File: config.mk
export PLATFORM = sky130hd
export DESIGN_NAME = earliest_free_worker_scheduler_core
export DESIGN_NICKNAME = d
export VERILOG_FILES = /design/src/hdl/efws_pkg.sv /design/src/hdl/efws_cell.sv /design/src/hdl/efws_out_queue.sv /design/src/hdl/earliest_free_worker_scheduler_core.sv
export SDC_FILE = /design/constraint.sdc
export NUM_CORES = 2
export LEC_CHECK = 0
export ABC_AREA = 1
export BUFFER_PORTS_ARGS = -buffer_cell sky130_fd_sc_hd__buf_4
export CELL_PAD_IN_SITES_DETAIL_PLACEMENT = 1
export CELL_PAD_IN_SITES_GLOBAL_PLACEMENT = 1
export CORE_AREA = 3 3 413 415
export DETAILED_ROUTE_END_ITERATION = 7
export DIE_AREA = 0 0 416 418
export PLACE_DENSITY = 0.89
export SLEW_MARGIN = 10
export SYNTH_ARGS = -nofsm -noshare
export SYNTH_HDL_FRONTEND = slang
export SYNTH_HIERARCHICAL = 1
export SYNTH_SLANG_ARGS = --single-unit
File: constraint.sdc
create_clock -name clk -period 7.47 [get_ports clk]
set_input_delay 0.747 -clock clk [delete_from_list [all_inputs] [get_ports clk]]
set_output_delay 0.747 -clock clk [all_outputs]
set_load 0.1 [all_outputs]
File: src/hdl/efws_pkg.sv
// Shared types and constants for the earliest-free worker scheduler.
package efws_pkg;

  // Configuration register file
  localparam int CFG_ADDR_BITS = 2;
  localparam logic [CFG_ADDR_BITS-1:0] REG_WORKER_COUNT = 2'd0;
  localparam int CFG_DATA_BITS = 32;

  // Worker count register
  localparam int WORKER_COUNT_BITS = 5;
  localparam logic [WORKER_COUNT_BITS-1:0] WORKER_COUNT_RESET = 5'd16;

  // Result field widths
  localparam int ID_FIELD_BITS = 4;
  localparam int START_BITS    = 48;

  // Input field width
  localparam int DURATION_BITS = 32;

  // Control broadcast from the top level to every queue cell
  typedef struct packed {
    logic                         init;        // reload ids, zero free times
    logic [WORKER_COUNT_BITS-1:0] init_count;  // raw worker count for the reload
    logic                         insert;      // pop head and insert pending entry
  } cell_ctrl_t;

endpackage

File: src/hdl/efws_cell.sv
// One cell of the sorted worker queue: holds one (free time, id) entry.
module efws_cell #(
  parameter int INDEX     = 0,
  parameter int TIME_BITS = 48,
  parameter int ID_BITS   = 4
) (
  input  logic                  clk,
  input  logic                  rst,
  input  efws_pkg::cell_ctrl_t  ctrl,
  input  logic [TIME_BITS-1:0]  ins_time,
  input  logic [ID_BITS-1:0]    ins_id,
  input  logic                  right_valid,
  input  logic                  right_lt,
  input  logic [TIME_BITS-1:0]  right_time,
  input  logic [ID_BITS-1:0]    right_id,
  output logic                  valid,
  output logic                  lt,
  output logic [TIME_BITS-1:0]  ent_time,
  output logic [ID_BITS-1:0]    wid
);

  logic                 left_lt;
  logic                 valid_next;
  logic [TIME_BITS-1:0] ent_time_next;
  logic [ID_BITS-1:0]   wid_next;

  // This entry sorts ahead of the entry being inserted
  assign lt = valid && ((ent_time < ins_time) ||
                        ((ent_time == ins_time) && (wid < ins_id)));

  // The head leaves on insert, so the first cell always sees its left slot as ahead
  assign left_lt = (INDEX == 0) ? 1'b1 : lt;

  // Shift toward the head and drop the new entry into its sorted slot
  always_comb begin
    priority if (right_lt) begin
      valid_next    = right_valid;
      ent_time_next = right_time;
      wid_next      = right_id;
    end else if (left_lt) begin
      valid_next    = 1'b1;
      ent_time_next = ins_time;
      wid_next      = ins_id;
    end else begin
      valid_next    = valid;
      ent_time_next = ent_time;
      wid_next      = wid;
    end
  end

  // Entry storage; reset and count writes reload id INDEX at time zero
  always_ff @(posedge clk) begin
    if (rst) begin
      valid    <= (INDEX == 0) || (INDEX < int'(efws_pkg::WORKER_COUNT_RESET));
      ent_time <= '0;
      wid      <= ID_BITS'(INDEX);
    end else if (ctrl.init) begin
      valid    <= (INDEX == 0) || (INDEX < int'(ctrl.init_count));
      ent_time <= '0;
      wid      <= ID_BITS'(INDEX);
    end else if (ctrl.insert) begin
      valid    <= valid_next;
      ent_time <= ent_time_next;
      wid      <= wid_next;
    end
  end

endmodule

File: src/hdl/efws_out_queue.sv
// Two-entry result buffer between the scheduler and the grant channel.
module efws_out_queue (
  input  logic                                clk,
  input  logic                                rst,
  input  logic                                push,
  input  logic [efws_pkg::ID_FIELD_BITS-1:0]  push_id,
  input  logic [efws_pkg::START_BITS-1:0]     push_start,
  output logic                                full,
  output logic                                grant_valid,
  input  logic                                grant_stall,
  output logic [efws_pkg::ID_FIELD_BITS-1:0]  worker_id,
  output logic [efws_pkg::START_BITS-1:0]     start_time
);

  logic [efws_pkg::ID_FIELD_BITS-1:0] q_id    [2];
  logic [efws_pkg::START_BITS-1:0]    q_start [2];
  logic       wr_ptr;
  logic       rd_ptr;
  logic [1:0] count;
  logic       pop;

  assign pop         = grant_valid && !grant_stall;
  assign full        = (count == 2'd2);
  assign grant_valid = (count != 2'd0);
  assign worker_id   = q_id[rd_ptr];
  assign start_time  = q_start[rd_ptr];

  // Payload storage
  always_ff @(posedge clk) begin
    if (push) begin
      q_id[wr_ptr]    <= push_id;
      q_start[wr_ptr] <= push_start;
    end
  end

  // Pointers and fill count
  always_ff @(posedge clk) begin
    if (rst) begin
      wr_ptr <= 1'b0;
      rd_ptr <= 1'b0;
      count  <= 2'd0;
    end else begin
      if (push) wr_ptr <= !wr_ptr;
      if (pop)  rd_ptr <= !rd_ptr;
      unique case ({push, pop})
        2'b10:   count <= count + 2'd1;
        2'b01:   count <= count - 2'd1;
        default: count <= count;
      endcase
    end
  end

endmodule

File: src/hdl/earliest_free_worker_scheduler_core.sv
// Top level of the earliest-free worker scheduler: sorted cell chain, control and APB port.
//
//   channel  | handshake             | payload
//   ---------+-----------------------+-------------------------------
//   job      | job_valid / job_stall | job_duration
//   grant    | grant_valid / grant_stall | worker_id, start_time
//   config   | APB psel/penable/pready | paddr, pwdata, prdata
//
// For each job, the transfer cycle reads the head cell and adds the duration,
// and the next cycle pops the head and inserts the updated entry into the
// cell chain in one systolic step. job_stall is high during that insert cycle.
// Up to two results are buffered; job_stall also rises while both are waiting.
// Synchronous reset loads ids 0..15 at free time zero; a worker_count write
// reloads the chain the same way.
module earliest_free_worker_scheduler_core #(
  parameter int MAX_WORKERS = 16,
  parameter int TIME_BITS   = 48
) (
  input  logic                                 clk,
  input  logic                                 rst,
  // job channel
  input  logic                                 job_valid,
  output logic                                 job_stall,
  input  logic [efws_pkg::DURATION_BITS-1:0]   job_duration,
  // grant channel
  output logic                                 grant_valid,
  input  logic                                 grant_stall,
  output logic [efws_pkg::ID_FIELD_BITS-1:0]   worker_id,
  output logic [efws_pkg::START_BITS-1:0]      start_time,
  // configuration port
  input  logic                                 psel,
  input  logic                                 penable,
  input  logic                                 pwrite,
  input  logic [efws_pkg::CFG_ADDR_BITS-1:0]   paddr,
  input  logic [efws_pkg::CFG_DATA_BITS-1:0]   pwdata,
  output logic [efws_pkg::CFG_DATA_BITS-1:0]   prdata,
  output logic                                 pready
);

  localparam int IdBits      = (MAX_WORKERS > 1) ? $clog2(MAX_WORKERS) : 1;
  localparam int IdFieldBits = efws_pkg::ID_FIELD_BITS;
  localparam int StartBits   = efws_pkg::START_BITS;
  localparam int CountBits   = efws_pkg::WORKER_COUNT_BITS;
  localparam int DataBits    = efws_pkg::CFG_DATA_BITS;

  // Configuration register
  logic [CountBits-1:0] worker_count;
  logic                 cfg_write;

  // Insert pipeline
  logic                 busy;
  logic [TIME_BITS-1:0] ins_time;
  logic [IdBits-1:0]    ins_id;
  logic                 accept;
  logic [TIME_BITS:0]   sum;
  logic [TIME_BITS-1:0] sum_sat;
  logic                 out_full;
  efws_pkg::cell_ctrl_t ctrl;

  // Cell chain
  logic                 cell_valid [MAX_WORKERS+1];
  logic                 cell_lt    [MAX_WORKERS+1];
  logic [TIME_BITS-1:0] cell_time  [MAX_WORKERS+1];
  logic [IdBits-1:0]    cell_id    [MAX_WORKERS+1];
  logic [MAX_WORKERS-1:0] valid_vec;

  // APB access
  assign pready    = 1'b1;
  assign cfg_write = psel && penable && pwrite && pready &&
                     (paddr == efws_pkg::REG_WORKER_COUNT);

  always_comb begin
    if (paddr == efws_pkg::REG_WORKER_COUNT) prdata = DataBits'(worker_count);
    else                                     prdata = '0;
  end

  always_ff @(posedge clk) begin
    if (rst)            worker_count <= efws_pkg::WORKER_COUNT_RESET;
    else if (cfg_write) worker_count <= pwdata[CountBits-1:0];
  end

  // Job transfer: head is the earliest free worker
  assign job_stall = busy || out_full;
  assign accept    = job_valid && !job_stall;

  // Saturating free-time update
  assign sum     = {1'b0, cell_time[0]} + (TIME_BITS+1)'(job_duration);
  assign sum_sat = sum[TIME_BITS] ? {TIME_BITS{1'b1}} : sum[TIME_BITS-1:0];

  always_ff @(posedge clk) begin
    if (accept) begin
      ins_time <= sum_sat;
      ins_id   <= cell_id[0];
    end
  end

  always_ff @(posedge clk) begin
    if (rst) busy <= 1'b0;
    else     busy <= accept;
  end

  // Broadcast control to the chain
  always_comb begin
    ctrl.init       = cfg_write;
    ctrl.init_count = pwdata[CountBits-1:0];
    ctrl.insert     = busy;
  end

  // Sorted chain, head at index 0; the slot past the tail is always empty
  assign cell_valid[MAX_WORKERS] = 1'b0;
  assign cell_lt[MAX_WORKERS]    = 1'b0;
  assign cell_time[MAX_WORKERS]  = '0;
  assign cell_id[MAX_WORKERS]    = '0;

  for (genvar g = 0; g < MAX_WORKERS; g++) begin : g_cell
    efws_cell #(
      .INDEX     (g),
      .TIME_BITS (TIME_BITS),
      .ID_BITS   (IdBits)
    ) u_cell (
      .clk         (clk),
      .rst         (rst),
      .ctrl        (ctrl),
      .ins_time    (ins_time),
      .ins_id      (ins_id),
      .right_valid (cell_valid[g+1]),
      .right_lt    (cell_lt[g+1]),
      .right_time  (cell_time[g+1]),
      .right_id    (cell_id[g+1]),
      .valid       (cell_valid[g]),
      .lt          (cell_lt[g]),
      .ent_time    (cell_time[g]),
      .wid         (cell_id[g])
    );
    assign valid_vec[g] = cell_valid[g];
  end

  // Result buffer
  efws_out_queue u_out_queue (
    .clk         (clk),
    .rst         (rst),
    .push        (accept),
    .push_id     (IdFieldBits'(cell_id[0])),
    .push_start  (StartBits'(cell_time[0])),
    .full        (out_full),
    .grant_valid (grant_valid),
    .grant_stall (grant_stall),
    .worker_id   (worker_id),
    .start_time  (start_time)
  );

  // An accepted job is inserted in the following cycle
  a_accept_busy: assert property (@(posedge clk) disable iff (rst)
    accept |=> busy)
    else $error("accepted job not followed by insert cycle");

  // Insert cycles are never back to back
  a_busy_one: assert property (@(posedge clk) disable iff (rst)
    busy |=> !busy)
    else $error("insert cycle lasted more than one cycle");

  // The head cell always holds a worker
  a_head_valid: assert property (@(posedge clk) disable iff (rst)
    cell_valid[0])
    else $error("head cell empty");

  // Pop-and-insert keeps the number of workers in the chain
  a_count_kept: assert property (@(posedge clk) disable iff (rst)
    busy && !cfg_write |=> $countones(valid_vec) == $past($countones(valid_vec)))
    else $error("insert changed the number of queued workers");

  // A count write restarts with worker 0 free at time zero
  a_cfg_head: assert property (@(posedge clk) disable iff (rst)
    cfg_write |=> (cell_time[0] == '0) && (cell_id[0] == '0))
    else $error("count write did not reload the chain");

endmodule

==> run_summary.xml <==
<?xml version="1.0" encoding="UTF-8"?>
<metrics>
  <group name="clock_tree">
    <metric name="clkLatencyLatePin" unit="ps">790</metric>
    <metric name="cts.clk_slew.worst_paths" unit="ps">60</metric>
    <metric name="bufs_on_longest_clock_path" unit="">3</metric>
    <metric name="htree_levels" unit="">4</metric>
    <metric name="number_of_clock_buffers_inserted_by_tritoncts" unit="">130</metric>
    <metric name="numClockSinks" unit="">1014</metric>
    <metric name="cts-resized-gates" unit="">0</metric>
    <metric name="cts_tree" unit="">built</metric>
    <metric name="cts.repair_timing.setup_buffer_count" unit="">0</metric>
    <metric name="cts_hold_repair.buffers" unit="">0</metric>
    <metric name="ctsRootBufferMaster" unit="">clkbuf_16</metric>
  </group>
  <group name="global_route">
    <metric name="grt_antenna_before_repair" unit="">8</metric>
    <metric name="gr-usage-all-layers" unit="">0.3198</metric>
    <metric name="maximum_number_of_pins_on_one_net_before_global_route_repair" unit="">105</metric>
    <metric name="grt_remaining_overflow" unit="">0</metric>
    <metric name="first_pass_grt_wire_length" unit="um">439100</metric>
    <metric name="first_global_vias" unit="">77710</metric>
  </group>
  <group name="layout">
    <metric name="layout-drive-gt1-share" unit="">0.1111</metric>
    <metric name="area_added_between_synthesis_and_finish" unit="%">7.683</metric>
    <metric name="nFillCells" unit="">22420</metric>
    <metric name="fin_nets" unit="">12640</metric>
    <metric name="area_occupied_by_registers" unit="sq um">21870</metric>
    <metric name="total_area_of_multi_input_combinational_cells" unit="sq um">44550</metric>
  </group>
  <group name="route">
    <metric name="route.layer.met1.wl" unit="um">121200</metric>
    <metric name="dr.first_iter.drc_count" unit="">5145</metric>
    <metric name="remaining_drc_errors" unit="">0</metric>
    <metric name="route.vias.total" unit="">75280</metric>
    <metric name="dr.max_layer_used" unit="">met5</metric>
    <metric name="dr_wl_met2" unit="um">128000</metric>
    <metric name="routedWlPerCell" unit="um">20.31</metric>
    <metric name="dr_wl_met3" unit="um">16980</metric>
    <metric name="wirelength" unit="um">285900</metric>
    <metric name="drt-vias-per-instance" unit="">5.349</metric>
    <metric name="drtAntennaViolNets" unit="">0</metric>
    <metric name="drt-pass1-iter-count" unit="">5</metric>
  </group>
  <group name="sta">
    <metric name="worst_slew_pin_slew" unit="ps">1381</metric>
    <metric name="finalSetupTns" unit="ps">0</metric>
    <metric name="maxClockFrequency" unit="MHz">188.2</metric>
    <metric name="clock_skew" unit="ps">26.60</metric>
    <metric name="hold_slack" unit="ps">274.6</metric>
    <metric name="final_min_period_over_clock_period" unit="">0.7114</metric>
    <metric name="max-slew-margin-rel" unit="">0.07958</metric>
    <metric name="report.final.hold_viol_count" unit="">0</metric>
    <metric name="rsz0062_at_grt" unit="">false</metric>
    <metric name="slew_violations" unit="">0</metric>
    <metric name="setup_viol_count_final" unit="">0</metric>
    <metric name="final.min_clock_period" unit="ps">5314</metric>
  </group>
  <group name="pwr">
    <metric name="worst_ir_drop_vdd" unit="V">0.0003336</metric>
    <metric name="switchingPower" unit="mW">11.16</metric>
    <metric name="power_frac_clock" unit="">0.269</metric>
    <metric name="switching_share" unit="">0.4565</metric>
    <metric name="internal-power" unit="mW">13.29</metric>
    <metric name="totalPowerFinal" unit="mW">24.44</metric>
    <metric name="power.density" unit="nW/um^2">294.7</metric>
    <metric name="power.sequential.fraction" unit="">0.306</metric>
    <metric name="combPwrFrac" unit="">0.425</metric>
    <metric name="static-leakage-power" unit="nW">45.21</metric>
  </group>
  <group name="placement">
    <metric name="dp_hpwl" unit="um">203200</metric>
    <metric name="gp_congestion" unit="">0.9150</metric>
    <metric name="place.port_buffers" unit="">104</metric>
  </group>
  <group name="logic_synthesis">
    <metric name="synth_area" unit="sq um">77030</metric>
    <metric name="post_synth_inst_count" unit="">11810</metric>
    <metric name="synth.yosys.warnings" unit="">6</metric>
    <metric name="synth_area_per_cell" unit="sq um">6.521</metric>
  </group>
  <group name="die">
    <metric name="die_height" unit="um">418</metric>
    <metric name="dieWidth" unit="um">416</metric>
    <metric name="area_inside_the_core_boundary" unit="sq um">167000</metric>
    <metric name="initial_utilization" unit="">0.4612</metric>
    <metric name="die-area" unit="sq um">173900</metric>
    <metric name="io_pins" unit="">160</metric>
    <metric name="floorplan.rows" unit="">150</metric>
  </group>
  <group name="worst_setup_path">
    <metric name="endpoint_kind" unit="">register</metric>
    <metric name="worst-path-max-fanout" unit="">101</metric>
    <metric name="startpoint_type" unit="">register</metric>
    <metric name="reg2reg_setup_slack" unit="ps">2160</metric>
    <metric name="cp_data_required_time" unit="ps">8140</metric>
    <metric name="critPathLaunch" unit="">ins_time[38]</metric>
    <metric name="worst_ep_arrival_time" unit="ps">5980</metric>
    <metric name="worstSetupPathType" unit="">reg2reg</metric>
    <metric name="ff_to_ff_start" unit="">ins_time[38]</metric>
  </group>
  <group name="job">
    <metric name="timing.max_cap.violations" unit="">0</metric>
  </group>
  <group name="worst_hold_path">
    <metric name="hold_path_startpoint" unit="">job_valid</metric>
    <metric name="hold_path.class" unit="">in2reg</metric>
  </group>
  <group name="run_status">
    <metric name="status" unit="">finished clean</metric>
  </group>
</metrics>
==> power groups by stage <==
stage / clock, mW / combinational (mW) / sequential (mW)
after global placement: 0 / 9.43 / 7.49
after detailed placement: 0 / 10.0 / 7.55
after global routing: 6.87 / 11.5 / 7.55
after floorplan: 0 / 7.54 / 7.09
final: 6.56 / 10.4 / 7.49
after CTS: 6.64 / 10.3 / 7.45
==> sequential cells by signal, indices dropped and copies added (netlist names), named ones only <==
signal	count
g_cell.u_cell/ent_time	768
u_out_queue/rd_ptr	1
g_cell.u_cell/valid	15
u_out_queue/wr_ptr	1
u_out_queue/count	2
u_out_queue/q_id	8
g_cell.u_cell/wid	64
u_out_queue/q_start	96
ins_id	4
worker_count	5
ins_time	48
busy	1
==> path summary, 6_finish.rpt <==
| check | end | cells past startpoint |
|---|---|---|
| worst max-delay path | g_cell[7].u_cell/ent_time[31] | 16 |
| worst min register to register | worker_count[2] | 2 |
| worst max register to register | g_cell[7].u_cell/ent_time[31] | 16 |
| worst min-delay path | busy | 3 |
==> per-stage QoR <==
| stage | cell area, sq um | cells | worst slack [ps] | util |
|---|---|---|---|---|
| after CTS | 82920 | 14070 | 2324 | 0.4964 |
| after global routing | 82950 | 14070 | 2062 | 0.4966 |
| after global placement | 78560 | 13840 | 2509 | 0.4703 |
| after floorplan | 77350 | 11900 | 320.3 | - |
| final | 82950 | 14070 | 2156 | 0.4966 |
| after detailed placement | 78560 | 13840 | 2378 | 0.4703 |
==> worst max-delay path: stages (launching register included) <==
cell and delay [ps]:
edfxtp_1 1150, buf_4 460, inv_1 120, ha_1 300
nand2_1 60, nor2_1 200, nand4_1 190, nor2_1 250
nand3_1 120, nand2_1 140, nand2_2 90, inv_2 590
inv_2 150, nand2_4 160, nand2_8 510, nor2_1 400
nor2_2 70
==> placed cells by master, fill, tap and decap left out, types with 209 or more instances in the layout <==
cell and n:
nand2_1 3364, inv_1 1967, nor2_1 1546, dfxtp_1 856
o21ai_0 819, ha_1 798, a21oi_1 337, nand2_2 264
nor2_2 258, nand3_1 225, buf_4 209
==> area by class of cell <==
cell class / instances / share of cell area
multi-input cells: 8330 / 0.5370
well taps: 2204 / 0.03324
repair buffers: 210 / 0.01916
diodes: 2 / 0.00006034
inverters: 2083 / 0.09429
clock inverters: 47 / 0.007798
flip-flops and latches: 1014 / 0.2636
clock buffers: 184 / 0.04480
==> layer usage <==
layer	up-vias	track usage
met5	-	0
met4	4	0.1936
met3	667	0.03857
met2	2202	0.5211
met1	36460	0.4053
li1	35940	-
No activity file was read; power rests on OpenSTA's default activity.
